==> src/polyphase_rational_resampler_top_macros.svh <==
// Assertion macros for the polyphase rational resampler.
// Included by the top level; every macro expects aclk and aresetn in scope.
`ifndef POLYPHASE_RATIONAL_RESAMPLER_TOP_MACROS_SVH
`define POLYPHASE_RATIONAL_RESAMPLER_TOP_MACROS_SVH

// Same-cycle implication, checked outside reset.
`define PRR_ASSERT_SAME(label, ante, cons, msg) \
    label: assert property (@(posedge aclk) disable iff (!aresetn) (ante) |-> (cons)) \
        else $error(msg);

// Next-cycle implication, checked outside reset.
`define PRR_ASSERT_NEXT(label, ante, cons, msg) \
    label: assert property (@(posedge aclk) disable iff (!aresetn) (ante) |=> (cons)) \
        else $error(msg);

`endif

==> src/prr_pkg.sv <==
// Shared types and constants of the polyphase rational resampler.
// No dependencies; imported by prr_mac, prr_ctrl and the top level.
package prr_pkg;

    // Fixed field widths of the stream and configuration items.
    localparam int SAMPLE_W     = 16;
    localparam int KIND_W       = 2;
    localparam int COEF_INDEX_W = 8;
    localparam int CFG_INDEX_W  = 2;
    localparam int CFG_DATA_W   = 7;
    localparam int UP_W         = 3;
    localparam int DOWN_W       = 3;
    localparam int TAPS_W       = 7;
    localparam int PC_W         = 2;

    // Coefficients carry three integer bits; the rest is fraction.
    localparam int COEF_INT_BITS = 3;

    // Largest decimation factor and output saturation limits.
    localparam int MAX_DOWN = 4;
    localparam int SAT_MAX  = 32767;
    localparam int SAT_MIN  = -32768;

    // Configuration register reset values.
    localparam logic [UP_W-1:0]   UP_RESET   = 3'd1;
    localparam logic [DOWN_W-1:0] DOWN_RESET = 3'd1;
    localparam logic [TAPS_W-1:0] TAPS_RESET = 7'd48;

    // Item kinds carried in the input tuser.
    typedef enum logic [KIND_W-1:0] {
        KIND_SAMPLE = 2'd0,
        KIND_COEF   = 2'd1,
        KIND_FLUSH  = 2'd2
    } prr_kind_t;

    // Configuration register indexes.
    typedef enum logic [CFG_INDEX_W-1:0] {
        REG_UP_FACTOR      = 2'd0,
        REG_DOWN_FACTOR    = 2'd1,
        REG_TAPS_PER_PHASE = 2'd2
    } prr_reg_t;

    // Sequencer states.
    typedef enum logic [2:0] {
        ST_IDLE,
        ST_PHASE,
        ST_MAC,
        ST_DRAIN,
        ST_EMIT
    } prr_state_t;

    // Tap issue flags that travel down the multiply-accumulate pipeline.
    typedef struct packed {
        logic valid;
        logic first;
        logic last;
    } prr_mac_ctl_t;

    // Strobes from the sequencer to the memories and the output register.
    typedef struct packed {
        logic hist_we;
        logic coef_we;
        logic out_load;
        logic out_last;
    } prr_cmd_t;

endpackage

==> src/prr_mac.sv <==
// Multiply-accumulate datapath: one tap product per cycle, exact sum, round and saturate.
// Depends on prr_pkg for the pipeline flag struct and output limits.
module prr_mac import prr_pkg::*; #(
    parameter int MAX_TAPS  = 64,
    parameter int COEF_BITS = 18
) (
    input  logic                        aclk,
    input  logic                        aresetn,
    input  prr_mac_ctl_t                ctl,
    input  logic signed [COEF_BITS-1:0] coef_q,
    input  logic signed [SAMPLE_W-1:0]  hist_q,
    output logic [SAMPLE_W-1:0]         result,
    output logic                        done
);

    localparam int PROD_W    = COEF_BITS + SAMPLE_W;
    localparam int ACC_W     = PROD_W + $clog2(MAX_TAPS + 1);
    localparam int FRAC_BITS = COEF_BITS - COEF_INT_BITS;

    prr_mac_ctl_t             s1_reg;
    prr_mac_ctl_t             s2_reg;
    logic signed [PROD_W-1:0] prod_reg;
    logic signed [ACC_W-1:0]  acc_reg;
    logic signed [ACC_W-1:0]  acc_next;
    logic                     done_reg;
    logic signed [ACC_W-1:0]  rnd;
    logic signed [ACC_W-1:0]  quo;

    // Flags pass through s1_reg while the memory is read and s2_reg while the product is formed.
    always_ff @(posedge aclk) begin
        if (!aresetn) begin
            s1_reg   <= '0;
            s2_reg   <= '0;
            done_reg <= 1'b0;
        end else begin
            s1_reg   <= ctl;
            s2_reg   <= s1_reg;
            done_reg <= s2_reg.valid && s2_reg.last;
        end
    end

    // The first tap of a phase restarts the sum.
    always_comb begin
        if (s2_reg.first) begin
            acc_next = ACC_W'(prod_reg);
        end else begin
            acc_next = acc_reg + ACC_W'(prod_reg);
        end
    end

    always_ff @(posedge aclk) begin
        prod_reg <= coef_q * hist_q;
        if (s2_reg.valid) begin
            acc_reg <= acc_next;
        end
    end

    // Add half an LSB, floor by arithmetic shift, then clip to 16 bits.
    always_comb begin
        rnd = acc_reg + (ACC_W'(1) <<< (FRAC_BITS - 1));
        quo = rnd >>> FRAC_BITS;
        if (quo > SAT_MAX) begin
            result = SAMPLE_W'(SAT_MAX);
        end else if (quo < SAT_MIN) begin
            result = SAMPLE_W'(SAT_MIN);
        end else begin
            result = SAMPLE_W'(quo);
        end
    end

    assign done = done_reg;

endmodule

==> config.mk <==
export PLATFORM = sky130hd
export DESIGN_NAME = prr_mac
export DESIGN_NICKNAME = d
export VERILOG_FILES = /design/src/polyphase_rational_resampler_top_macros.svh /design/src/prr_pkg.sv /design/src/prr_mac.sv
export SDC_FILE = /design/constraint.sdc
export NUM_CORES = 1
export LEC_CHECK = 0
export BUFFER_PORTS_ARGS = -buffer_cell sky130_fd_sc_hd__buf_2
export CORE_MARGIN = 2
export CORE_UTILIZATION = 25
export CTS_BUF_LIST = sky130_fd_sc_hd__clkbuf_8 sky130_fd_sc_hd__clkbuf_16
export CTS_CLUSTER_SIZE = 16
export DETAILED_ROUTE_END_ITERATION = 12
export MAX_ROUTING_LAYER = met4
export PLACE_DENSITY = 0.43
export SKIP_LAST_GASP = 1
export SYNTH_ARGS = -nofsm -noshare
export SYNTH_HDL_FRONTEND = slang
export SYNTH_SLANG_ARGS = --single-unit
==> constraint.sdc <==
create_clock -name aclk -period 12.93 [get_ports aclk]
set_clock_uncertainty 0.05 [all_clocks]
set_input_delay 1.9395 -clock aclk [delete_from_list [all_inputs] [get_ports aclk]]
set_output_delay 1.9395 -clock aclk [all_outputs]
set_load 0.02 [all_outputs]
* After elaboration in Yosys (flattened, before gate mapping)
Cells that the tools add are included.
** Cells by class
- Add/subtract/negate cells :: 2
- $mul :: 1
- Order comparisons :: 2
- Multiplexer cells :: 3
- Reductions and logical operators :: 1
** Operators by type and width (number)
- $add 41x16->41 const B :: 1
- $add 41x34->41 :: 1
- $mux 41 :: 1
- $mul 18x16->34 :: 1
- $mux 16 :: 2
- $gt 26x16->1 const B :: 1
- $lt 26x16->1 const B :: 1
- $logic_and 1x1->1 :: 1
** Word-level totals
- Flip-flop bits (word level) :: 82
- Bits of input ports :: 39
- Output and inout port bits :: 17
- Logic and storage cells :: 18

* Longest topological paths before layout
- Depth in word-level cells :: 4
- Gate-level depth with buffers :: 23
- Depth with buffers taken out :: 22

* Least setup slack after synthesis
Ideal clock, no wire load.
- Path kind :: input port to flip-flop
- Start point :: in hist_q[7]
- End point :: reg prod_reg[31]
- Library setup time :: 0.062 ns
- Arrival time :: 7.568 ns
- Required time :: 12.818 ns
- Path slack :: 5.251 ns
- Stages :: 23
- Buffers on the path :: 2
- Cells stage by stage :: clkbuf_1 > clkbuf_1 > nand2_1 > fa_1 > inv_1 > fa_1 > inv_1 > fa_1 > inv_1 > fa_1 > fa_1 > inv_1 > fa_1 > inv_1 > ha_1 > a222oi_1 > nand2_1 > a31oi_1 > o21ai_1 > a41oi_1 > nor4b_2 > or3b_1 > nand3_1
** Between the ends
- Longest elaborated chain between the ends :: 1
** Ends and longest elaborated chain
- start: declaration :: RTL line prr_mac.sv:11 : input logic signed [SAMPLE_W-1:0] hist_q,
- $mul 18x16->34 :: RTL line prr_mac.sv:52 : prod_reg <= coef_q * hist_q;
- end signal: assignment :: RTL line prr_mac.sv:52
- end: declaration :: RTL line prr_mac.sv:22 : logic signed [PROD_W-1:0] prod_reg;
No other way between the ends.
A chain may end at the register's enable or synchronous reset.

* Final worst setup path
- Start point :: in hist_q[15]
- End point :: reg prod_reg[33]
Same word-level chain as after synthesis.

==> reports/results.txt <==
Detailed placement ended at an HPWL of 35710 µm. The category of the critical setup timing path was in2reg. The max capacitance violation total is 0.

The site row count came out at 94. For the number of clock sinks, the log shows 82. The share of async-settable or async-resettable flops after synthesis was 0; the area of the mapped netlist was 16600 µm². The net count after synthesis came out at 2315. The cell depth of the worst min-delay path works out to 1. Setup repair after global routing left no endpoint under its margin. The floorplan step set the die width to 261.7 µm. For the final core utilization, the log shows 0.2747. The share of cells above drive strength 1 came out at 0.05404.

The worst setup path is launched from a primary input. Setup violations remaining at the end of the flow were counted as 0. The number of nets with antenna violations after routing was 0.

The final-report max-slew violation count was 0. For the cts-stage hold buffer count, the log shows 0. The clock period could shrink to 7.827 ns. Counting cells, the worst reg-to-reg path comes to 11.

The logs give 0 for the number of antenna cells inserted and 0.1236 for the part of the Yosys area used for sequential elements. The register with the most flip-flops in the layout has 41 of them. Entering global routing, the biggest net connects 44 pins. The register bit count reported by yosys came out at 82. In this run, distinct cell masters in the synthesized netlist total 84. Number of port buffers: 55.

The tools report the reg-to-reg startpoint as prod_reg[0]. The starting density of the core was 0.2525. The run gives 5 as the first-pass iteration count of the detailed router. The placed instance count came out at 2717. For the remaining routing DRC violations, the log shows 0.

The first-pass GRT wire length is 72910 µm. The tools report the CTS root buffer as sky130_fd_sc_hd__clkbuf_16. The run gives 0 as the post-CTS resize count. The arrival time of data at the critical path endpoint is 8.00 ns, and the period utilization is 0.6053. The core area is 65750 µm², and the post-layout net count is 2321.

In the final timing run, aggregate negative setup slack is 0 ns. The run gives 0.35 ns as the insertion delay to the later sink of the worst-skew pair. After filler insertion, the fill cell instance count of the layout stands at 7074. The final route contains 12170 vias.

Clock-pin slew was measured on the worst setup and hold paths at 0.07 ns. The congestion estimate from routability-driven global placement came to 0.8309. Synthesis produced 1858 cells. In the post-route analysis, the smallest setup slack over all paths is 5.103 ns.

The flow ran to the end, and the final reports show no timing, DRC or antenna violations. The worst hold path begins at s1_reg[2]. STA classifies the critical path endpoint as a flip-flop. The height of the die is 261.7 µm, and the number of global-route vias before repair is 13160. TritonCTS built the clock tree.

The post-detailed-route wirelength per cell came out at 16.12 µm. The logs give 13.10 ns for the required time of the critical path and 0 for the number of antenna violations at the first check in global routing. The tools report the worst max-slew margin expressed relative to the limit as 0.5019. The post-synthesis average cell area came out at 8.936 µm². The endpoint identified for the worst register-to-register timing path is acc_reg[38]. The run gives 0.1381 as the aggregate global-route resource usage.

Prior to clock tree synthesis, the placed netlist has a worst setup slack of 4.691 ns. For hold timing, the worst endpoint is s2_reg[2]. The kind of path behind the tightest hold check is reg2reg. Yosys printed 0 warnings. Setup slack on the worst reg-to-reg path comes out at 9.56 ns. The most used flip-flop cell after synthesis is sky130_fd_sc_hd__edfxtp_1. The top-level I/O count was 56. In this run, synthesis inferred 41 flip-flops with an integrated enable.

In this run, CTS created clock tree buffers numbering 9. The final global-route overflow total was 0. In this run the worst path has a maximum fanout of 12. The top achievable clock speed is 127.8 MHz, and the number of buffers inserted to repair setup after CTS is 0. From synthesis to final layout, the design area changed by 8.756%.

The logs give 2 for the maximum clock path buffer count and 44060 µm for the total length of routed wires. The area of the die was 68490 µm². The H-tree was split into 3 levels. The final number of hold-violating endpoints came out at 0. After the first detailed-routing iteration, the DRC count stood at 583. Dividing the detail-routed via count by the number of cells gives 4.454. For the pin with the worst max-slew slack, the measured transition is 0.7471 ns. Leaving out filler cells and counting taps, the final layout contains 2733.
-- critical path: stages --
cell	delay, ns
sky130_fd_sc_hd__buf_2	0.16
sky130_fd_sc_hd__inv_1	0.41
sky130_fd_sc_hd__nor2_1	0.13
sky130_fd_sc_hd__fa_1	0.52
sky130_fd_sc_hd__fa_1	0.52
sky130_fd_sc_hd__fa_1	0.53
sky130_fd_sc_hd__fa_1	0.53
sky130_fd_sc_hd__fa_1	0.56
sky130_fd_sc_hd__inv_1	0.06
sky130_fd_sc_hd__fa_1	0.52
sky130_fd_sc_hd__inv_1	0.04
sky130_fd_sc_hd__ha_1	0.35
sky130_fd_sc_hd__a21oi_1	0.08
sky130_fd_sc_hd__nor2b_1	0.25
sky130_fd_sc_hd__o21bai_1	0.22
sky130_fd_sc_hd__or2_2	0.21
sky130_fd_sc_hd__a41oi_1	0.18
sky130_fd_sc_hd__nor4b_2	0.44
sky130_fd_sc_hd__o22a_1	0.25
sky130_fd_sc_hd__o311ai_1	0.09
-- per-layer routing --
metal | part of all wire | wire length (µm) | up-vias | global-route usage
met4 | 0.012 | 520 | 0 | 0.02494
met1 | 0.52 | 22720 | 6065 | 0.1971
li1 | - | - | 5912 | -
met2 | 0.45 | 19710 | 169 | 0.2192
met3 | 0.025 | 1116 | 26 | 0.006366
met5 | 0 | 0 | - | -
-- final cells by class --
cell class / count / area [µm²] / area share
Clock buffer: 11 / 264.0 / 0.01462
Timing Repair Buffer: 57 / 290.3 / 0.01608
Tap cell: 864 / 1081 / 0.05987
Multi-Input combinational cell: 1316 / 12810 / 0.7096
Clock inverter: 5 / 60.06 / 0.003326
Inverter: 398 / 1494 / 0.08273
Sequential cell: 82 / 2054 / 0.1138
-- cell usage in the layout (no fill, tap or decap), types with 13 or more instances in the layout --
| cell type | synthesis | layout |
|---|---|---|
| sky130_fd_sc_hd__a21o_1 | 32 | 32 |
| sky130_fd_sc_hd__a21oi_1 | 58 | 58 |
| sky130_fd_sc_hd__a31oi_1 | 13 | 13 |
| sky130_fd_sc_hd__and2_1 | 145 | 145 |
| sky130_fd_sc_hd__and3_1 | 15 | 15 |
| sky130_fd_sc_hd__buf_2 | 3 | 55 |
| sky130_fd_sc_hd__dfxtp_1 | 41 | 39 |
| sky130_fd_sc_hd__edfxtp_1 | 41 | 41 |
| sky130_fd_sc_hd__fa_1 | 291 | 291 |
| sky130_fd_sc_hd__ha_1 | 127 | 127 |
| sky130_fd_sc_hd__inv_1 | 398 | 398 |
| sky130_fd_sc_hd__nand2_1 | 203 | 203 |
| sky130_fd_sc_hd__nand2b_1 | 16 | 16 |
| sky130_fd_sc_hd__nand3_1 | 30 | 30 |
| sky130_fd_sc_hd__nand4_1 | 13 | 13 |
| sky130_fd_sc_hd__nor2_1 | 54 | 54 |
| sky130_fd_sc_hd__nor3_1 | 21 | 21 |
| sky130_fd_sc_hd__o21ai_0 | 48 | 48 |
| sky130_fd_sc_hd__o21ai_1 | 22 | 22 |
| sky130_fd_sc_hd__xnor2_1 | 41 | 41 |
| sky130_fd_sc_hd__xor2_1 | 31 | 31 |
-- stage by stage --
stage          area [µm²]  hold WS, ns
2_1_floorplan       16600       0.3618
3_3_place_gp        17730       0.3744
3_5_place_dp        17730       0.3858
4_1_cts             18060       0.4047
5_1_grt             18060       0.4069
6_report            18060       0.3969
-- kinds of logic after synthesis --
family | after synthesis | share of synthesized area
AO/OA/AOI/OAI | 278 | 0.1167
XOR/XNOR | 72 | 0.03798
adder cells (fa/ha/maj) | 418 | 0.4466
buffers and inverters | 460 | 0.1047
flip-flops | 82 | 0.1236
multiplexers | 5 | 0.003240
AND/OR/NAND/NOR | 543 | 0.1672
-- worst max-delay path by stage --
| stage | slack [ns] | startpoint | end | cells past startpoint |
|---|---|---|---|---|
| floorplan | 5.25 | hist_q[7] | prod_reg[31] | 23 |
| global placement | 4.82 | coef_q[6] | prod_reg[33] | 21 |
| detailed placement | 4.69 | hist_q[15] | prod_reg[33] | 20 |
| CTS | 5.07 | hist_q[15] | prod_reg[33] | 20 |
| global route | 4.74 | hist_q[15] | prod_reg[33] | 20 |
| finish | 5.10 | hist_q[15] | prod_reg[33] | 20 |
-- Yosys cell counts (all sizes together) (9+ instances only) --
cell    instances  area share
inv           398       0.090
fa            291        0.35
nand2         203       0.046
and2          145       0.055
ha            127       0.096
o21ai          70       0.021
a21oi          59       0.018
clkbuf         55       0.012
nor2           54       0.012
dfxtp          41       0.049
edfxtp         41       0.074
xnor2          41       0.022
a21o           32       0.014
nand3          31      0.0096
xor2           31       0.016
nor3           21      0.0063
and3           16      0.0063
nand2b         16      0.0060
a31oi          14      0.0062
nand4          14      0.0062
o31ai          12      0.0060
o211ai          9      0.0041
o21a            9      0.0041
Power is not shown: default switching activity piles up to over one toggle a cycle in this logic, so the estimate is an artifact.
