--- src/polyphase_rational_resampler_top_macros.svh ---
// Assertion macros for the polyphase rational resampler.
// Included by the top level; every macro expects aclk and aresetn in scope.
`ifndef POLYPHASE_RATIONAL_RESAMPLER_TOP_MACROS_SVH
`define POLYPHASE_RATIONAL_RESAMPLER_TOP_MACROS_SVH

// Same-cycle implication, checked outside reset.
`define PRR_ASSERT_SAME(label, ante, cons, msg) \
    label: assert property (@(posedge aclk) disable iff (!aresetn) (ante) |-> (cons)) \
        else $error(msg);

// Next-cycle implication, checked outside reset.
`define PRR_ASSERT_NEXT(label, ante, cons, msg) \
    label: assert property (@(posedge aclk) disable iff (!aresetn) (ante) |=> (cons)) \
        else $error(msg);

`endif

--- src/prr_pkg.sv ---
// Shared types and constants of the polyphase rational resampler.
// No dependencies; imported by prr_mac, prr_ctrl and the top level.
package prr_pkg;

    // Fixed field widths of the stream and configuration items.
    localparam int SAMPLE_W     = 16;
    localparam int KIND_W       = 2;
    localparam int COEF_INDEX_W = 8;
    localparam int CFG_INDEX_W  = 2;
    localparam int CFG_DATA_W   = 7;
    localparam int UP_W         = 3;
    localparam int DOWN_W       = 3;
    localparam int TAPS_W       = 7;
    localparam int PC_W         = 2;

    // Coefficients carry three integer bits; the rest is fraction.
    localparam int COEF_INT_BITS = 3;

    // Largest decimation factor and output saturation limits.
    localparam int MAX_DOWN = 4;
    localparam int SAT_MAX  = 32767;
    localparam int SAT_MIN  = -32768;

    // Configuration register reset values.
    localparam logic [UP_W-1:0]   UP_RESET   = 3'd1;
    localparam logic [DOWN_W-1:0] DOWN_RESET = 3'd1;
    localparam logic [TAPS_W-1:0] TAPS_RESET = 7'd48;

    // Item kinds carried in the input tuser.
    typedef enum logic [KIND_W-1:0] {
        KIND_SAMPLE = 2'd0,
        KIND_COEF   = 2'd1,
        KIND_FLUSH  = 2'd2
    } prr_kind_t;

    // Configuration register indexes.
    typedef enum logic [CFG_INDEX_W-1:0] {
        REG_UP_FACTOR      = 2'd0,
        REG_DOWN_FACTOR    = 2'd1,
        REG_TAPS_PER_PHASE = 2'd2
    } prr_reg_t;

    // Sequencer states.
    typedef enum logic [2:0] {
        ST_IDLE,
        ST_PHASE,
        ST_MAC,
        ST_DRAIN,
        ST_EMIT
    } prr_state_t;

    // Tap issue flags that travel down the multiply-accumulate pipeline.
    typedef struct packed {
        logic valid;
        logic first;
        logic last;
    } prr_mac_ctl_t;

    // Strobes from the sequencer to the memories and the output register.
    typedef struct packed {
        logic hist_we;
        logic coef_we;
        logic out_load;
        logic out_last;
    } prr_cmd_t;

endpackage

--- src/prr_ctrl.sv ---
// Sequencer: history pointer and valid bits, phase counter, tap address generation.
// Depends on prr_pkg for item kinds, states and the command structs.
module prr_ctrl import prr_pkg::*; #(
    parameter int MAX_TAPS = 64,
    parameter int MAX_UP   = 4,
    localparam int HP_W = (MAX_TAPS > 1) ? $clog2(MAX_TAPS) : 1,
    localparam int CA_W = (MAX_UP * MAX_TAPS > 1) ? $clog2(MAX_UP * MAX_TAPS) : 1
) (
    input  logic              aclk,
    input  logic              aresetn,
    input  logic              in_acc,
    input  prr_kind_t         in_kind,
    input  logic [UP_W-1:0]   up_factor,
    input  logic [DOWN_W-1:0] down_factor,
    input  logic [TAPS_W-1:0] taps_per_phase,
    input  logic              out_free,
    input  logic              mac_done,
    output logic              in_ready,
    output prr_cmd_t          cmd,
    output prr_mac_ctl_t      mac_ctl,
    output logic [HP_W-1:0]   hist_waddr,
    output logic [HP_W-1:0]   hist_raddr,
    output logic              hist_vld_q,
    output logic [CA_W-1:0]   coef_raddr
);

    localparam int KW   = (MAX_UP > 1) ? $clog2(MAX_UP) : 1;
    localparam int LW   = $clog2(MAX_UP + 1);
    localparam int TC_W = $clog2(MAX_TAPS + 1);

    prr_state_t          state_reg, state_next;
    logic [KW-1:0]       k_reg, k_next;
    logic [PC_W-1:0]     pc_reg, pc_next;
    logic [HP_W-1:0]     wp_reg, wp_next;
    logic [MAX_TAPS-1:0] hvld_reg, hvld_next;
    logic [TC_W-1:0]     j_reg, j_next;
    logic [HP_W-1:0]     haddr_reg, haddr_next;
    logic [CA_W-1:0]     caddr_reg, caddr_next;
    logic                last_reg, last_next;
    logic                hvld_q_reg;

    logic [LW-1:0]       l_val;
    logic [DOWN_W-1:0]   m_val;
    logic [TC_W-1:0]     p_val;
    logic [DOWN_W-1:0]   pc_inc;
    logic [DOWN_W-1:0]   pc_wrap;
    logic [DOWN_W-1:0]   t_dist;
    logic [LW-1:0]       r_left;
    logic                emit_last;
    logic                last_phase;
    logic                tap_last;
    logic [HP_W-1:0]     wp_inc;
    logic [HP_W-1:0]     haddr_dec;

    // Out-of-range factors are clamped where they are used.
    always_comb begin
        if (up_factor == '0) begin
            l_val = LW'(1);
        end else if (32'(up_factor) > MAX_UP) begin
            l_val = LW'(MAX_UP);
        end else begin
            l_val = LW'(up_factor);
        end
        if (down_factor == '0) begin
            m_val = DOWN_W'(1);
        end else if (32'(down_factor) > MAX_DOWN) begin
            m_val = DOWN_W'(MAX_DOWN);
        end else begin
            m_val = down_factor;
        end
        if (taps_per_phase == '0) begin
            p_val = TC_W'(1);
        end else if (32'(taps_per_phase) > MAX_TAPS) begin
            p_val = TC_W'(MAX_TAPS);
        end else begin
            p_val = TC_W'(taps_per_phase);
        end
    end

    // Phase counter step, and whether a later phase of this item still emits.
    // After the step the counter is below M, so it reaches zero in M minus
    // its value phases; the current output is the last one if that is too late.
    always_comb begin
        pc_inc     = {1'b0, pc_reg} + DOWN_W'(1);
        pc_wrap    = (pc_inc >= m_val) ? '0 : pc_inc;
        t_dist     = (pc_wrap == '0) ? '0 : m_val - pc_wrap;
        r_left     = l_val - LW'(1) - LW'(k_reg);
        emit_last  = (32'(t_dist) >= 32'(r_left));
        last_phase = (32'(k_reg) == 32'(l_val) - 1);
        tap_last   = (32'(j_reg) == 32'(p_val) - 1);
        wp_inc     = (wp_reg == HP_W'(MAX_TAPS - 1)) ? '0 : wp_reg + HP_W'(1);
        haddr_dec  = (haddr_reg == '0) ? HP_W'(MAX_TAPS - 1) : haddr_reg - HP_W'(1);
    end

    // Next state and outputs.
    always_comb begin
        state_next = state_reg;
        k_next     = k_reg;
        pc_next    = pc_reg;
        wp_next    = wp_reg;
        hvld_next  = hvld_reg;
        j_next     = j_reg;
        haddr_next = haddr_reg;
        caddr_next = caddr_reg;
        last_next  = last_reg;
        in_ready   = 1'b0;
        cmd        = '0;
        mac_ctl    = '0;

        unique case (state_reg)
            ST_IDLE: begin
                in_ready = 1'b1;
                if (in_acc) begin
                    unique case (in_kind)
                        KIND_SAMPLE: begin
                            cmd.hist_we       = 1'b1;
                            wp_next           = wp_inc;
                            hvld_next[wp_inc] = 1'b1;
                            k_next            = '0;
                            state_next        = ST_PHASE;
                        end
                        KIND_COEF: begin
                            cmd.coef_we = 1'b1;
                        end
                        KIND_FLUSH: begin
                            hvld_next = '0;
                            wp_next   = '0;
                            pc_next   = '0;
                        end
                        default: begin
                        end
                    endcase
                end
            end
            ST_PHASE: begin
                pc_next = PC_W'(pc_wrap);
                if (pc_reg == '0) begin
                    last_next  = emit_last;
                    j_next     = '0;
                    haddr_next = wp_reg;
                    caddr_next = CA_W'(k_reg);
                    state_next = ST_MAC;
                end else if (last_phase) begin
                    state_next = ST_IDLE;
                end else begin
                    k_next = k_reg + KW'(1);
                end
            end
            ST_MAC: begin
                // One tap per cycle: newest sample first, coefficient stride L.
                mac_ctl.valid = 1'b1;
                mac_ctl.first = (j_reg == '0);
                mac_ctl.last  = tap_last;
                j_next        = j_reg + TC_W'(1);
                haddr_next    = haddr_dec;
                caddr_next    = caddr_reg + CA_W'(l_val);
                if (tap_last) begin
                    state_next = ST_DRAIN;
                end
            end
            ST_DRAIN: begin
                if (mac_done) begin
                    state_next = ST_EMIT;
                end
            end
            ST_EMIT: begin
                if (out_free) begin
                    cmd.out_load = 1'b1;
                    cmd.out_last = last_reg;
                    if (last_phase) begin
                        state_next = ST_IDLE;
                    end else begin
                        k_next     = k_reg + KW'(1);
                        state_next = ST_PHASE;
                    end
                end
            end
            default: begin
                state_next = ST_IDLE;
            end
        endcase
    end

    always_ff @(posedge aclk) begin
        if (!aresetn) begin
            state_reg <= ST_IDLE;
            k_reg     <= '0;
            pc_reg    <= '0;
            wp_reg    <= '0;
            hvld_reg  <= '0;
            j_reg     <= '0;
            last_reg  <= 1'b0;
        end else begin
            state_reg <= state_next;
            k_reg     <= k_next;
            pc_reg    <= pc_next;
            wp_reg    <= wp_next;
            hvld_reg  <= hvld_next;
            j_reg     <= j_next;
            last_reg  <= last_next;
        end
    end

    // Addresses and the valid bit read out alongside the history memory.
    always_ff @(posedge aclk) begin
        haddr_reg  <= haddr_next;
        caddr_reg  <= caddr_next;
        hvld_q_reg <= hvld_reg[haddr_reg];
    end

    assign hist_waddr = wp_inc;
    assign hist_raddr = haddr_reg;
    assign coef_raddr = caddr_reg;
    assign hist_vld_q = hvld_q_reg;

endmodule

--- config.mk ---
export PLATFORM = sky130hd
export DESIGN_NAME = prr_ctrl
export DESIGN_NICKNAME = d
export VERILOG_FILES = /design/src/polyphase_rational_resampler_top_macros.svh /design/src/prr_pkg.sv /design/src/prr_ctrl.sv
export SDC_FILE = /design/constraint.sdc
export NUM_CORES = 1
export LEC_CHECK = 0
export BUFFER_PORTS_ARGS = -buffer_cell sky130_fd_sc_hd__clkbuf_2
export CAP_MARGIN = 30
export CORE_ASPECT_RATIO = 0.75
export CORE_MARGIN = 2
export CORE_UTILIZATION = 30
export CTS_BUF_LIST = sky130_fd_sc_hd__clkbuf_16
export CTS_CLUSTER_DIAMETER = 200
export DETAILED_ROUTE_END_ITERATION = 10
export PLACE_DENSITY = 0.48
export SETUP_SLACK_MARGIN = 0.1
export SLEW_MARGIN = 20
export SYNTH_ARGS = -nofsm -noshare
export SYNTH_HDL_FRONTEND = slang
export SYNTH_SLANG_ARGS = --single-unit
--- constraint.sdc ---
create_clock -name aclk -period 8.89 [get_ports aclk]
set_input_delay 0 -clock aclk [delete_from_list [all_inputs] [get_ports aclk]]
set_output_delay 0 -clock aclk [all_outputs]
set_load 0.01 [all_outputs]
; Word-level counts from Yosys, hierarchy flattened
; Cells that the tools add are included.
[word_totals]
wordCells = 116
ff_bits = 100
out_inout_bits = 29
[op_classes]
bitwise = 1
n_addsub = 11
n_eq_ne = 18
n_reduce_logical = 20
magnitude_cmp = 8
n_mux = 48
[ops]
columns = cell, count
row1 = $pmux 64 s2, 1
row2 = $or 64x64->64, 1
row3 = $mux 3, 14
row4 = $eq 2x32->1, 1
row5 = $eq 7x32->1, 1
row6 = $pmux 6 s2, 2
row7 = $mux 2, 11
row8 = $mux 7, 3
row9 = $mux 6, 3
row10 = $pmux 8 s2, 1
row11 = $pmux 3 s5, 1
row12 = $logic_not 7->1, 2
row13 = $lt 6x7->1 const B, 2
row14 = $pmux 7 s2, 1
row15 = $logic_not 3->1, 4
row16 = $ne 2x2->1 const B, 6
row17 = $add 8x3->8, 1
row18 = $mux 8, 1
row19 = $sub 7x1->8 const B, 1
row20 = $add 7x1->7 const B, 1
row21 = $gt 7x7->1 const B, 1
row22 = $add 6x1->6 const B, 1
row23 = $bmux 1 s6, 1
row24 = $demux 1 s6, 1
row25 = 30 further kinds, 44

; Depth between registers and ports, before layout
[depth]
word_depth = 8
ltp_mapped = 17

; Worst setup path before layout
; Ideal clock, no wire load.
[synth_path]
path_kind = reg-to-reg
from = register pc_reg[0]
to = register last_reg
t_arrival_ns = 2.969
period_less_slack_ns = 3.089
setup_ns = 0.120
setup_slack_ns = 5.801
path_buffers = 0
stages_incl_launch_ff = 17
cell_sequence = dfxtp_1 inv_1 ha_1 ha_1 a21oi_1 o21bai_1 nor2_1 ha_1 inv_1 fa_1 xnor2_1 nand2_1 mux2_2 nor2_1 ha_1 a21oi_1 a21oi_1
[synth_between]
elab_chain_len = 6
[synth_lines]
columns = element, line
row1 = from (decl), prr_ctrl.sv:33  ; logic [PC_W-1:0] pc_reg, pc_next;
row2 = from (signal assigned), prr_ctrl.sv:196  ; pc_reg <= pc_next;
row3 = $add 2x1->3, prr_ctrl.sv:84  ; pc_inc = {1'b0, pc_reg} + DOWN_W'(1);
row4 = $ge 3x3->1, prr_ctrl.sv:85  ; pc_wrap = (pc_inc >= m_val) ? '0 : pc_inc;
row5 = $mux 3, prr_ctrl.sv:85
row6 = $sub 3x3->3 or $logic_not 3->1 (tied branches), prr_ctrl.sv:86  ; t_dist = (pc_wrap == '0) ? '0 : m_val - pc_wrap;
row7 = $mux 3, prr_ctrl.sv:86
row8 = $ge 3x3->1, prr_ctrl.sv:88  ; emit_last = (32'(t_dist) >= 32'(r_left));
row9 = to (signal assigned), prr_ctrl.sv:200  ; last_reg <= last_next;
row10 = to (decl), prr_ctrl.sv:39  ; logic last_reg, last_next;
; Parallel ways exist; a longest one is shown, timed or not.
; A chain may end at the register's enable or synchronous reset.

; Worst setup path in the final report
; Ends and elaborated chain as after synthesis.

==> key figures <==
Setup path
  • CP Launch Type: register
  • Setup crit end kind: register
  • Crit path arrival time: 3630 ps
  • Crit path kind: register to register
  • Max FO, Critical Path: 7
  • WP data required: 9120 ps

Clock tree
  • Clock sink count: 100
  • Num CTS Buffers: 9
  • Clock root buffer: clkbuf_16
  • Setup bufs post-CTS: 0
  • CTS tree: done
  • Worst-path clk slew: 70 ps
  • Clk buf depth: 2
  • Worst-Skew Late Latency: 350 ps
  • H-tree levels: 3
  • Post-CTS Hold Buffers: 2
  • Post-CTS Resized: 0

Timing
  • Minimum clock period: 3400 ps
  • Worst Skew: 7.75 ps
  • Slew Viols, Final: 0
  • Final hold violation count: 0
  • Fmax: 0.295 GHz
  • Setup TNS: 0 ps
  • Count of final setup violators: 0
  • Worst setup margin: 5490 ps
  • Relative slew slack: 0.376
  • Final cycle utilization of the critical path: 0.382
  • Unrepaired setup endpoints after global routing: no
  • Slew @ Worst Pin: 937 ps

Synth
  • Mapped Nets: between 600 and 700
  • Top FF cell, synth: dfxtp_1
  • Synth top area cells: dfxtp_1 (33%), nor2_1 (8.6%), edfxtp_1 (7.9%)
  • Yosys Warn Count: 0
  • EDFF count, synth: 14
  • Mean area per synthesized cell: 8.80 sq um
  • Post-synth cell types: 59
  • FFs w/ async S/R, synth: 0
  • Post-synth top area share: 0.325
  • #FFs+latches synth: 100
  • Seq/Total Area, Yosys: 0.404
  • Synth area leader: dfxtp_1
  • Area of the mapped netlist: roughly 0.0053 sq mm
  • Mapped Cells: 602

Pwr
  • Net Sw Frac: 0.376
  • Internal: 932 uW
  • PwrDens: 246 mW/mm^2
  • Total power draw: roughly 1.5 mW
  • Gate power share: 0.344
  • NetSw: between 500 and 600 uW
  • Clock share of power: 0.253
  • Share of power burned in registers: 0.403
  • Worst vdd ir: 0.101 mV
  • Leakage power: 2.36 nW

Global route
  • Antenna violations before repair: 0
  • Total congestion overflow: 0
  • Total GRT Usage: 0.149
  • Met1 Track Usage GR: 0.213
  • M3 GR Usage: 0.0422
  • First-pass GRT wire length: 21700 microns
  • GR Util met2: 0.223
  • Largest net degree at the start of global routing: 50
  • Vias in the first global route: 4112
  • Grt peak-use layer: met2

Final layout
  • Syn-to-layout area delta: 14.7%
  • Fillers: 1862
  • Non-filler instance count after layout: 894
  • Register Area: between 0.002 and 0.0025 sq mm
  • Final net count: 690
  • N_diodes: 0
  • Max reg flops: 64
  • Layout cells sized above 1: 0.158
  • Post-route cell area: 0.00608 sq mm
  • Multi-input logic area: about 0.0029 sq mm

Routing
  • DR vias: 4385
  • Total wire length: 13400 microns
  • Routed WL per cell: 15.0 microns
  • Drt first pass iters: 6
  • Post-DRT Antenna Nets: 0
  • DR iter-0 viols: around 340
  • DRC Markers: 0
  • DR vias/cell: 4.90

Place
  • HPWL Detailed: roughly 9900 microns
  • I/O Buffers: 48
  • Dpl ws: 5500 ps
  • Area post-placement: 0.00576 sq mm
  • Routability cong.: about 0.82
  • Post-Place Cells: 874

Die
  • Num rows: between 40 and 50
  • Num ports: just under 50
  • Die area: 0.0187 sq mm
  • Core box area: 0.0174 sq mm
  • DIE WIDTH: roughly 160 microns
  • Die Span Y: 119 microns
  • Initial core utilization: 0.304

Hold path
  • Hold WC Path Type: primary input to register

Run
  • Max_cap viols: 0

Outcome
  • Status: completed
synthesized netlist by cell type (all sizes together) (3+ instances only):
library cell  instances
o21a                 20
nor4                  3
nor3                 24
o21bai                3
ha                   20
a22oi                 4
xor2                 10
xnor2                12
mux4                 13
a211oi                4
fa                    3
nand3b                5
nand2b                7
edfxtp               14
mux2i                11
a21oi                76
o21ai                15
clkbuf               16
nand2                28
buf                   8
nand3                18
nor2b                 4
nor2                121
a31oi                 5
nand4                 4
and2                  3
inv                  31
dfxtp                86
cell usage in the layout, fill, tap and decap left out, types with 4 or more instances in the layout:
master,synthesis,routed
clkbuf_2,0,50
a22oi_1,4,4
nor3_1,17,17
mux2i_1,11,11
o21ai_0,15,15
clkbuf_16,0,10
dfxtp_1,86,86
xnor2_1,12,12
nor2_1,121,121
nand2_1,28,28
a31oi_1,5,5
nor2b_1,4,4
xor2_1,9,9
nand3_1,18,18
nand2b_1,7,7
o21a_1,20,20
nor3_2,7,7
buf_4,1,4
nand3b_1,5,5
a21oi_1,76,76
nand4_1,4,4
mux4_2,13,13
ha_1,20,20
edfxtp_1,14,14
inv_1,31,32
logic make-up (layout without fill, tap and decap cells):
logic type | after synthesis | count (layout) | synth area share
XOR/XNOR | 22 | 22 | 0.0378
AO/OA/AOI/OAI | 141 | 141 | 0.162
AND/OR/NAND/NOR | 234 | 234 | 0.212
multiplexers | 26 | 26 | 0.0803
buffers and inverters | 56 | 106 | 0.0451
adder cells (fa/ha/maj) | 23 | 23 | 0.0586
flip-flops | 100 | 100 | 0.404
metrics by stage:
stage / util / hold WS, ps
after floorplan: - / 76.2
after global placement: 0.329 / 329
after detailed placement: 0.330 / 327
after CTS: 0.348 / 107
after global routing: 0.348 / 151
final: 0.348 / 111
power by group through the flow:
| stage | Combinational (mW) | Sequential [mW] | Clock (mW) |
|---|---|---|---|
| final | 0.514 | 0.602 | 0.378 |
| after floorplan | 0.387 | 0.581 | 0 |
| after global placement | 0.511 | 0.610 | 0 |
| after CTS | 0.519 | 0.602 | 0.392 |
| after global routing | 0.577 | 0.611 | 0.411 |
| after detailed placement | 0.516 | 0.612 | 0 |
metal layers:
metal,routed length (microns),vias up
li1,-,2204
met2,5950,75
met5,0,-
met1,6800,2098
met3,549,8
met4,108,0
final timing paths:
check / from / to / slack, ps / depth (start not counted)
worst max register to register: pc_reg[0] / last_reg / 5490 / 16
worst max-delay path: pc_reg[0] / last_reg / 5490 / 16
worst min-delay path: in_kind[1] / wp_reg[1] / 110 / 4
worst min register to register: hvld_reg[39] / hvld_reg[39] / 460 / 1
worst max-delay path, cell delays in order, from the launching register on:
cell and delay (ps):
dfxtp_1 440, inv_1 70, ha_1 350, ha_1 300
a21oi_1 170, o21bai_1 130, nor2_1 120, ha_1 150
inv_1 50, fa_1 400, xnor2_1 220, nand2_1 80
mux2_2 260, nor2_1 100, ha_1 240, a21oi_1 140
a21oi_1 80
final cells by class:
type | instances | area share
inverter | 32 | 0.0198
sequential | 100 | 0.352
tap | 242 | 0.0498
clock inverter | 6 | 0.00597
timing repair buffer | 58 | 0.0511
clock buffer | 10 | 0.0412
multi-input combinational | 446 | 0.480
(Power assumes the default switching activity.)
