[config.mk]
export PLATFORM = sky130hd
export DESIGN_NAME = prr_ram
export DESIGN_NICKNAME = d
export VERILOG_FILES = /design/src/polyphase_rational_resampler_top_macros.svh /design/src/prr_ram.sv
export SDC_FILE = /design/constraint.sdc
export NUM_CORES = 1
export LEC_CHECK = 0
export BUFFER_PORTS_ARGS = -buffer_cell sky130_fd_sc_hd__buf_4
export CAP_MARGIN = 20
export CORE_UTILIZATION = 55
export CTS_CLUSTER_SIZE = 14
export DETAILED_ROUTE_END_ITERATION = 6
export PLACE_DENSITY = 0.74
export RECOVER_POWER = 25
export SLEW_MARGIN = 20
export SYNTH_ARGS = -nofsm -noshare
export SYNTH_HDL_FRONTEND = slang
export SYNTH_SLANG_ARGS = --single-unit
[constraint.sdc]
create_clock -name aclk -period 2.9 [get_ports aclk]
set_input_delay 0.29 -clock aclk [delete_from_list [all_inputs] [get_ports aclk]]
set_output_delay 0.29 -clock aclk [all_outputs]
set_load 0.01 [all_outputs]
[src/polyphase_rational_resampler_top_macros.svh]
// Assertion macros for the polyphase rational resampler.
// Included by the top level; every macro expects aclk and aresetn in scope.
`ifndef POLYPHASE_RATIONAL_RESAMPLER_TOP_MACROS_SVH
`define POLYPHASE_RATIONAL_RESAMPLER_TOP_MACROS_SVH

// Same-cycle implication, checked outside reset.
`define PRR_ASSERT_SAME(label, ante, cons, msg) \
    label: assert property (@(posedge aclk) disable iff (!aresetn) (ante) |-> (cons)) \
        else $error(msg);

// Next-cycle implication, checked outside reset.
`define PRR_ASSERT_NEXT(label, ante, cons, msg) \
    label: assert property (@(posedge aclk) disable iff (!aresetn) (ante) |=> (cons)) \
        else $error(msg);

`endif

[src/prr_ram.sv]
// Generic single-port-write, single-port-read RAM with registered read data.
// No dependencies; holds the sample history and the coefficient store.
module prr_ram #(
    parameter int WIDTH = 16,
    parameter int DEPTH = 64,
    localparam int AW = (DEPTH > 1) ? $clog2(DEPTH) : 1
) (
    input  logic             aclk,
    input  logic             we,
    input  logic [AW-1:0]    waddr,
    input  logic [WIDTH-1:0] wdata,
    input  logic [AW-1:0]    raddr,
    output logic [WIDTH-1:0] rdata
);

    logic [WIDTH-1:0] mem_reg [DEPTH];
    logic [WIDTH-1:0] rdata_reg;

    // One write and one registered read per cycle.
    always_ff @(posedge aclk) begin
        if (we) begin
            mem_reg[waddr] <= wdata;
        end
        rdata_reg <= mem_reg[raddr];
    end

    assign rdata = rdata_reg;

endmodule

Yosys cells after proc, flatten, opt, wreduce, memory -nomap -nowiden
Memory sizes are Yosys's and may differ from the RTL's. A register that Yosys moved wholly into a read port is not among the register bits.
Cells that the tools add are included.
{ "word_totals": {"mem_bits_ro": 0, "memories": 1, "wordCells": 3, "output_inout_bits": 16, "latch_bits": 0, "regBits": 0, "ram_bits": 1024} }
{ "classes": {"shift": 0, "reduce_logical": 0, "n_eq_ne": 0, "multipliers": 0, "n_addsub": 0, "n_div": 0, "magnitude_cmp": 0, "bitwise": 0, "mux": 2} }
{ "memory_table": {"columns": ["memory", "words", "width", "rd", "rd_clocked_by_memory_dff", "write_ports", "line_no", "source"], "rows": [
  ["mem_reg", 64, 16, 1, 1, 1, "prr_ram.sv:16", "logic [WIDTH-1:0] mem_reg [DEPTH];"]
]} }
{ "op_table": {"columns": ["cell", "n"], "rows": [
  ["two-way mux 1 bit", 2]
]} }

Longest topological paths before layout
Gate-level depths: netlist of the first run.
{ "depth": {"ltp_word": 2, "depth_mapped": 10} }

Worst setup path after synthesis of the first run
OpenSTA, ideal clock, no wires.
{ "synth_timing": {"path_type": "input -> register", "startpoint": "input port waddr[3]", "endpoint": "memory mem_reg[48][0], enable pin", "n_path_buf": 1, "path_slack_ns": 0.575, "t_required_ns": 2.491, "cell_stages": 4, "arrival_time_ns": 1.916, "setup_time_ns": 0.409, "path_cell_list": "clkbuf_1 > nor2b_1 > nand4b_1 > nor3_1"} }
{ "synth_lines": {"columns": ["item", "line_no", "source"], "rows": [
  ["from (decl)", "prr_ram.sv:10", "input logic [AW-1:0] waddr,"],
  ["to (decl)", "prr_ram.sv:16", null]
]} }
No word-level cell before the write port.

Worst setup path in the final report of the first run
{ "layout_timing": {"startpoint": "input port wdata[6]", "endpoint": "memory mem_reg[30][6], data pin"} }
{ "layout_lines": {"columns": ["item", "line_no", "source"], "rows": [
  ["from (decl)", "prr_ram.sv:11", "input logic [WIDTH-1:0] wdata,"]
]} }
No word-level cell before the write port.

==> results of run 1 <==
## power breakdown
part | internal [W] | switching [W]
Combinational | 0.000584 | 0.000983
Sequential | 0.0167 | 0.0000698
Clock | 0.00689 | 0.00535
## area by class of cell
cell class | count | area share
sequential | 1040 | 0.692
multi-input combinational | 685 | 0.184
clock buffer | 137 | 0.0604
timing repair buffer | 163 | 0.0303
tap | 950 | 0.0265
clock inverter | 43 | 0.00769
antenna | 1 | 0.0000557
## layer usage
layer  global-route usage  vias up
met2                0.392     1147
met4               0.0903        0
met1                0.361    10293
met3               0.0534      185
li1                     -     8004
met5                    0        -
## cells by family after synthesis
logic type / count (synthesis) / synth area share
mux: 336 / 0.155
compound gates: 129 / 0.0241
flops: 1040 / 0.776
buf+inv: 104 / 0.0183
simple gates: 220 / 0.0265
## synth_stat cells (all sizes together), types with 6 or more instances
library cell / n / share of area
mux2i: 85 / 0.021
buf: 77 / 0.016
nor2: 74 / 0.0071
clkbuf: 27 / 0.0027
mux4: 224 / 0.13
a211oi: 8 / 0.0015
a22oi: 39 / 0.0073
a22o: 6 / 0.0013
edfxtp: 1024 / 0.77
a211o: 8 / 0.0017
a31oi: 8 / 0.0012
mux2: 27 / 0.0076
dfxtp: 16 / 0.0080
nand2: 60 / 0.0058
o21ai: 8 / 0.0010
a21oi: 17 / 0.0021
nor2b: 30 / 0.0047
a311oi: 8 / 0.0017
a221o: 6 / 0.0015
nand4: 12 / 0.0019
a221oi: 16 / 0.0035
nand3: 24 / 0.0030
## path summary, 6_finish.rpt
kind | startpoint | to | depth (start not counted)
worst max-delay path | wdata[6] | mem_reg[30][6] | 1
worst min-delay path | waddr[1] | mem_reg[50][9] | 3
worst max register to register | mem_reg[63][3] | rdata[3] | 4
worst min register to register | mem_reg[62][10] | rdata[10] | 5
## through the flow
stage | utilization | cell area [sq um] | total power (W) | hold WS, ps
final | 0.626 | 44900 | 0.0305 | 101
after global placement | 0.584 | 41900 | 0.0185 | 742
after global routing | 0.626 | 44900 | 0.0313 | 137
after CTS | 0.627 | 45000 | 0.0306 | 69.5
after floorplan | - | 40000 | 0.0179 | 389
after detailed placement | 0.584 | 41900 | 0.0186 | 737
==> summary.txt, run 1 <==
Placed design
  – RePlAce Congestion: 0.956
  – Dpl cells: 2,838
  – IO Port Bufs: 45
  – Post-Place Worst Slack: 194 ps
  – Dpl hpwl: 54.1 mm

Setup path
  – Worst-path fanout max: 64
  – Critical path startpoint category: input pin
  – Slowest stage cell, crit path: clkbuf_1
  – Cell family with most CP delay: buffers and inverters
  – Critical path cell sequence: clkbuf_1
  – Worst EP arrival: 2460 ps
  – CP Capture Type: register
  – Worst path bufs/invs: 1
  – Crit-path max cell delay: 2080 ps
  – Worst path required time: 2900 ps
  – Crit Path Class: input pin to register
  – Reg2reg setup slack: 840 ps

STA
  – Max-Slew Margin vs Limit: -1.02
  – Worst slew pin tran: 3030 ps
  – Fin. Hold Viols: 0
  – Final setup viols: 0
  – Minimum clock period: 2460 ps
  – RSZ-0062 raised after global routing: no
  – Worst setup slack after layout: 439 ps
  – Slew Limit Fails: 749
  – Setup TNS: 0 ps
  – Setup Skew: 39.1 ps
  – Peak Freq: 406 MHz
  – Final period util: 0.848

Clock tree
  – Max Buffers Root-to-Sink: 3
  – Cts repair resizes: 0
  – Post-CTS Setup Inserts: 0
  – # H-tree levels: 3
  – CTS tree: built
  – Clock sink count: 1,040
  – Clock slew at reported path FFs: 60 ps
  – Root buf cell: clkbuf_16
  – Skew-Pair Late Insertion Delay: 670 ps
  – Hold_buf cts: 0
  – Cts bufs inserted: 99

Floorplan
  – IO Count: 46
  – Die area: 73,900 sq um
  – Initial cell density of the core: 0.558
  – Std cell rows: 98
  – Core area: 71,700 sq um
  – Chip Width: 272 um
  – Die Ht: 272 um

Global routing
  – Initial antenna violation count: 3
  – Gr usage total: 0.253
  – Vias in the first global route: 19,514
  – GRT overflow: 0
  – Largest net degree at the start of global routing: 65
  – First-pass GRT wire length: 134 mm

Outcome
  – Failing checks: capacitance limit, slew limit
  – Outcome: complete, but fails checks

Run
  – Max cap viols: 11

Finish
  – Share of cells above drive strength 1: 0.267
  – Reg area: 31,100 sq um
  – Area grow syn2layout: 12.2%
  – Non-Filler Instances: 3,019
  – Fill cell count: 4,700
  – Max reg flops: 1,024
  – Layout Nets: 2,019
  – Most frequent cells in the layout: edfxtp_1, mux4_2, buf_4
  – Multi-input gate area: 8250 sq um
  – Most common cell after layout, fill and taps aside: edfxtp_1

Yosys
  – Synthesized netlist cell count: 1,829
  – Distinct cells, synth: 43
  – Number of synthesized flops with an enable pin: 1,024
  – Mapped cell area: 40,000 sq um
  – Syn avg cell area: 21.9 sq um
  – Syn_nets: 1,859
  – Prevailing post-synth register cell: edfxtp_1
  – Synthesis-stage register bit count: 1,040
  – Warning count from the yosys run: 0
  – FFs w/ async S/R, synth: 0
  – Sequential share of the synthesized area: 0.776

Route
  – Vias: 19,629
  – Pre-antenna DRT Iters: 5
  – Drt first-iter violations: 2,505
  – Routed wl met2: 43.6 mm
  – Met3 wire length: 9.47 mm
  – Vias per cell: 6.50
  – Met1 Wirelength: 35.8 mm
  – Total Wirelength: 92.2 mm
  – Routed WL per cell: 30.5 um
  – Final ANT Viol Nets: 0
  – DRC: 0
  – Highest layer used for signal routing: met4

Power and ir drop
  – Worst ir drop on vdd: 0.000545 V
  – Power Dens Cells: 680 nW/um^2
  – Leakage: 14.3 nW

Hold path
  – Min-delay worst type: input pin to register
No activity file was read; power rests on OpenSTA's default activity.
==> run 2, diff against run 1 <==
- clock period: 2.9 -> 2.3 ns (I/O delays scaled with it)
==> summary.txt, run 2 (same netlist as run 1, synthesis figures left out) <==
STA
  – Final setup viols: 0 (unchanged)
  – Slew Limit Fails: 387 (-48%)
  – Fin. Hold Viols: 0 (unchanged)
  – WHS: 91.7 ps (-9.54 ps)
  – Worst slew pin tran: 1580 ps (-1450 ps)
  – Setup Skew: 40.2 ps (+1.10 ps)
  – Minimum clock period: 2050 ps
  – Final period util: 0.891
  – Max-Slew Margin vs Limit: -0.0557 (+0.967)
  – Peak Freq: 488 MHz
  – RSZ-0062 raised after global routing: no

Clock tree
  – Post-CTS Setup Inserts: 0 (unchanged)
  – Max Buffers Root-to-Sink: 3 (unchanged)
  – Clock slew at reported path FFs: 60 ps (about the same)
  – Cts bufs inserted: 101 (+2.0%)
  – Cts repair resizes: 0 (unchanged)
  – Clock sink count: 1,040 (unchanged)
  – Root buf cell: clkbuf_16
  – Skew-Pair Late Insertion Delay: 660 ps (about the same)
  – CTS tree: built
  – # H-tree levels: 3 (unchanged)
  – Hold_buf cts: 0 (unchanged)

Setup path
  – CP Capture Type: register
  – Crit Path Class: register to register
  – Reg2reg setup slack: 250 ps (-590 ps)
  – Critical path startpoint category: register
  – Reg-to-reg endpoint: rdata[2]
  – Worst EP arrival: 2580 ps (+120 ps)
  – R2R depth: 5 (+1)
  – R2r startpoint: mem_reg[30][2]
  – Worst path required time: 2840 ps (-60 ps)
  – Worst-path fanout max: 1 (-98%)

Finish
  – Share of cells above drive strength 1: 0.297 (+0.0300)
  – Most common cell after layout, fill and taps aside: edfxtp_1
  – Layout Nets: 2,099 (+4.0%)
  – Non-Filler Instances: 3,105 (+2.8%)
  – Most frequent cells in the layout: edfxtp_1, mux4_2, buf_4
  – Fin area: 45,800 sq um (+2.0%)
  – Max reg flops: 1,024 (unchanged)
  – Area grow syn2layout: 14.5%

Power and ir drop
  – Leakage: 14.8 nW (+3.6%)
  – Power Dens Cells: 853 nW/um^2 (+25%)
  – Total power: 0.0391 W (+28%)
  – Worst ir drop on vdd: 0.000668 V (+23%)

Route
  – Final ANT Viol Nets: 0 (unchanged)
  – Vias: 19,721 (+0.47%)
  – DRC: 0 (unchanged)
  – Vias per cell: 6.35 (-2.3%)
  – Pre-antenna DRT Iters: 7 (+2)
  – Routed WL per cell: 30.2 um (-0.94%)
  – Total Wirelength: 93.9 mm (+1.9%)
  – Drt first-iter violations: 2,262 (-9.7%)

Outcome
  – Failing checks: capacitance limit, slew limit
  – Outcome: complete, but fails checks

Global routing
  – Vias in the first global route: 20,009 (+2.5%)
  – First-pass GRT wire length: 137 mm (+2.6%)
  – Largest net degree at the start of global routing: 65 (unchanged)
  – GRT overflow: 0 (unchanged)
  – Initial antenna violation count: 6 (+3)
  – Gr usage total: 0.260 (+0.00693)

Placed design
  – IO Port Bufs: 45 (unchanged)
  – RePlAce Congestion: 0.922 (-3.5%)
  – Dpl cells: 2,916 (+2.7%)
  – Dpl hpwl: 57.7 mm (+6.6%)
  – Post-Place Cell Area: 42,700 sq um (+1.8%)

Floorplan
  – Die area: 73,900 sq um (unchanged)
  – Std cell rows: 98 (unchanged)
  – Chip Width: 272 um (unchanged)
  – Core area: 71,700 sq um (unchanged)
  – Die Ht: 272 um (unchanged)
  – Initial cell density of the core: 0.558 (unchanged)
  – IO Count: 46 (unchanged)

Hold path
  – Worst Hold Path EP: rdata[7]
  – Worst Hold Launch: raddr[4]
  – Min-delay worst type: input pin to register
  – Worst Hold Depth: 3 (unchanged)

Run
  – Max cap viols: 5 (-6)
==> run 2: cell types whose count changed in the layout (fill, tap and decap cells not counted), moves of 3 or more <==
cell | before | now
clkbuf_1 | 32 | 26
clkbuf_16 | 101 | 104
clkinv_2 | 15 | 21
buf_12 | 13 | 27
inv_6 | 4 | 1
clkinv_1 | 14 | 17
buf_4 | 131 | 195
==> run 2: power breakdown <==
part	switching, W	internal (W)
registers	0.0000869	0.0210
clock network	0.00677	0.00912
logic	0.00126	0.000837
total	0.00812	0.0310
==> run 2: routing by layer <==
| layer | up-vias | track usage | share of wire |
|---|---|---|---|
| met5 | - | 0 | 0.00038 |
| met4 | 6 | 0.119 | 0.044 |
| met3 | 179 | 0.0417 | 0.088 |
| met2 | 1000 | 0.411 | 0.48 |
| met1 | 10367 | 0.362 | 0.38 |
| li1 | 8169 | - | - |
==> run 2: how the worst max path moves through the flow <==
stage | depth (start not counted) | endpoint | from | slack (ps)
floorplan | 4 | mem_reg[48][0] | waddr[3] | 40
global placement | 7 | rdata[1] | raddr[0] | -300
detailed placement | 7 | rdata[13] | raddr[0] | -320
CTS | 6 | rdata[11] | mem_reg[30][11] | 280
global route | 6 | rdata[11] | mem_reg[30][11] | 180
finish | 5 | rdata[2] | mem_reg[30][2] | 250
==> run 2: worst max-delay path, cell delays in order (launching register included) <==
cell	delay, ps
edfxtp_1	370
mux4_2	490
mux2_2	290
nand2_1	70
nand4_1	370
and4_1	350
==> run 2: area by class of cell <==
cell class / instances / area, sq um
Antenna cell: 3 / 7.51
Clock buffer: 135 / 2770
Clock inverter: 51 / 428
Fill cell: 4669 / 25900
Multi-Input combinational cell: 685 / 8250
Sequential cell: 1040 / 31100
Tap cell: 950 / 1190
Timing Repair Buffer: 241 / 2120
==> run 2: per-stage QoR <==
step | util | setup WS [ps] | TNS (ps)
global route | 0.639 | 182 | 0
floorplan | - | 35.2 | 0
finish | 0.639 | 251 | 0
CTS | 0.639 | 284 | 0
detailed placement | 0.595 | -317 | -2210
global placement | 0.595 | -303 | -2140
==> run 3, diff against run 2 <==
- CTS_BUF_LIST: not set -> sky130_fd_sc_hd__clkbuf_4
==> summary.txt, run 3 (same netlist as run 1, synthesis figures left out) <==
Outcome
  – Outcome: complete, but fails checks
  – Failing checks: capacitance limit, slew limit

STA
  – Slew Limit Fails: 243 (-37%)
  – Max-Slew Margin vs Limit: -0.0472 (+0.00847)
  – Final period util: 0.900 (+0.00884)
  – Minimum clock period: 2070 ps (+20.3 ps)
  – Setup Skew: 60.6 ps (+20.4 ps)
  – Final setup viols: 0 (unchanged)
  – Worst slew pin tran: 1570 ps (-12.7 ps)
  – Fin. Hold Viols: 0 (unchanged)
  – RSZ-0062 raised after global routing: no
  – Peak Freq: 483 MHz (-0.98%)

Power and ir drop
  – Power Dens Cells: 804 nW/um^2 (-5.7%)
  – Worst ir drop on vdd: 0.000373 V (-44%)
  – Leakage: 15.1 nW (+2.0%)
  – Total power: 0.0369 W (-5.7%)

Clock tree
  – Clock sink count: 1,040 (unchanged)
  – # H-tree levels: 4 (+1)
  – Clock slew at reported path FFs: 60 ps (about the same)
  – Cts bufs inserted: 239 (+140%)
  – Post-CTS Setup Inserts: 0 (unchanged)
  – Max Buffers Root-to-Sink: 3 (unchanged)
  – CTS tree: built
  – Skew-Pair Late Insertion Delay: 1070 ps (+410 ps)
  – Root buf cell: clkbuf_4

Placed design
  – IO Port Bufs: 45 (unchanged)
  – RePlAce Congestion: 0.922 (unchanged)
  – Dpl hpwl: 57.7 mm (unchanged)

Route
  – Total Wirelength: 93.7 mm (-0.22%)
  – DRC: 0 (unchanged)
  – Vias: 20,659 (+4.8%)
  – Routed WL per cell: 27.8 um (-8.0%)
  – Pre-antenna DRT Iters: 6 (-1)
  – Final ANT Viol Nets: 0 (unchanged)
  – Drt first-iter violations: 2,147 (-5.1%)
  – Vias per cell: 6.14 (-3.4%)

Hold path
  – Min-delay worst type: input pin to register

Setup path
  – Crit Path Class: register to register
  – Worst-path fanout max: 1 (unchanged)
  – Critical path startpoint category: register
  – Worst EP arrival: 3010 ps (+430 ps)
  – Worst path required time: 3240 ps (+400 ps)
  – CP Capture Type: register

Finish
  – Most frequent cells in the layout: edfxtp_1, clkbuf_4, mux4_2
  – Fill cell count: 4,799 (+2.8%)
  – Most common cell after layout, fill and taps aside: edfxtp_1
  – Layout Nets: 2,269 (+8.1%)
  – Share of cells above drive strength 1: 0.357 (+0.0593)
  – Max reg flops: 1,024 (unchanged)
  – Area grow syn2layout: 14.5% (about the same)
  – Util after Layout: 0.639 (about the same)

Global routing
  – Gr usage total: 0.262 (+0.00190)
  – First-pass GRT wire length: 138 mm (+0.75%)
  – Initial antenna violation count: 3 (-3)
  – Vias in the first global route: 21,208 (+6.0%)
  – Largest net degree at the start of global routing: 65 (unchanged)
  – GRT overflow: 0 (unchanged)

Floorplan
  – Die Ht: 272 um (unchanged)
  – Die area: 73,900 sq um (unchanged)
  – Chip Width: 272 um (unchanged)
  – Initial cell density of the core: 0.558 (unchanged)
  – IO Count: 46 (unchanged)
  – Std cell rows: 98 (unchanged)
  – Core area: 71,700 sq um (unchanged)

Run
  – Max cap viols: 4 (-1)
run 3: worst max-delay path, stage by stage (launching register included):
cell	delay, ps
edfxtp_1	370
mux4_1	480
mux2_2	280
a21oi_1	170
dlygate4sd3_1	600
nor4_2	50
run 3: power breakdown:
part / leakage [nW] / internal [W] / switching [W]
logic: 4.04 / 0.000868 / 0.00127
clock network: 1.73 / 0.00679 / 0.00685
registers: 9.35 / 0.0210 / 0.0000863
run 3: final timing paths:
path | startpoint | to | slack (ps) | cells after the start
worst min register to register | mem_reg[11][5] | rdata[5] | 890 | 4
worst max-delay path | mem_reg[50][7] | rdata[7] | 230 | 5
worst min-delay path | raddr[2] | rdata[8] | 160 | 5
worst max register to register | mem_reg[50][7] | rdata[7] | 230 | 5
run 3: layout make-up:
type | count | area (sq um) | share of cell area
repair buffers | 273 | 2440 | 0.0533
flip-flops and latches | 1040 | 31100 | 0.678
multi-input cells | 685 | 8250 | 0.180
diodes | 2 | 5.00 | 0.000109
well taps | 950 | 1190 | 0.0259
clock buffers | 339 | 2540 | 0.0555
clock inverters | 77 | 353 | 0.00769
run 3: per-layer routing:
layer	vias up	track usage	share of wire
met5	-	0	0.000096
met4	2	0.141	0.049
met3	189	0.0629	0.093
met2	1124	0.396	0.47
met1	10675	0.357	0.39
li1	8669	-	-
run 3: through the flow:
| step | TNS, ps | hold WS [ps] | setup slack [ps] | instance area (sq um) | instances |
|---|---|---|---|---|---|
| after floorplan | 0 | 329 | 35.2 | 40000 | 1829 |
| after global placement | -2140 | 679 | -303 | 42700 | 2916 |
| after detailed placement | -2210 | 679 | -317 | 42700 | 2916 |
| after CTS | 0 | 7.01 | 220 | 45900 | 3364 |
| after global routing | 0 | 101 | 174 | 45900 | 3365 |
| final | 0 | 162 | 231 | 45900 | 3366 |
run 3: timing repair:
action	CTS	global route
endpoints found under the hold margin	1978	0
resized for setup	0	0
hold buffers	32	0
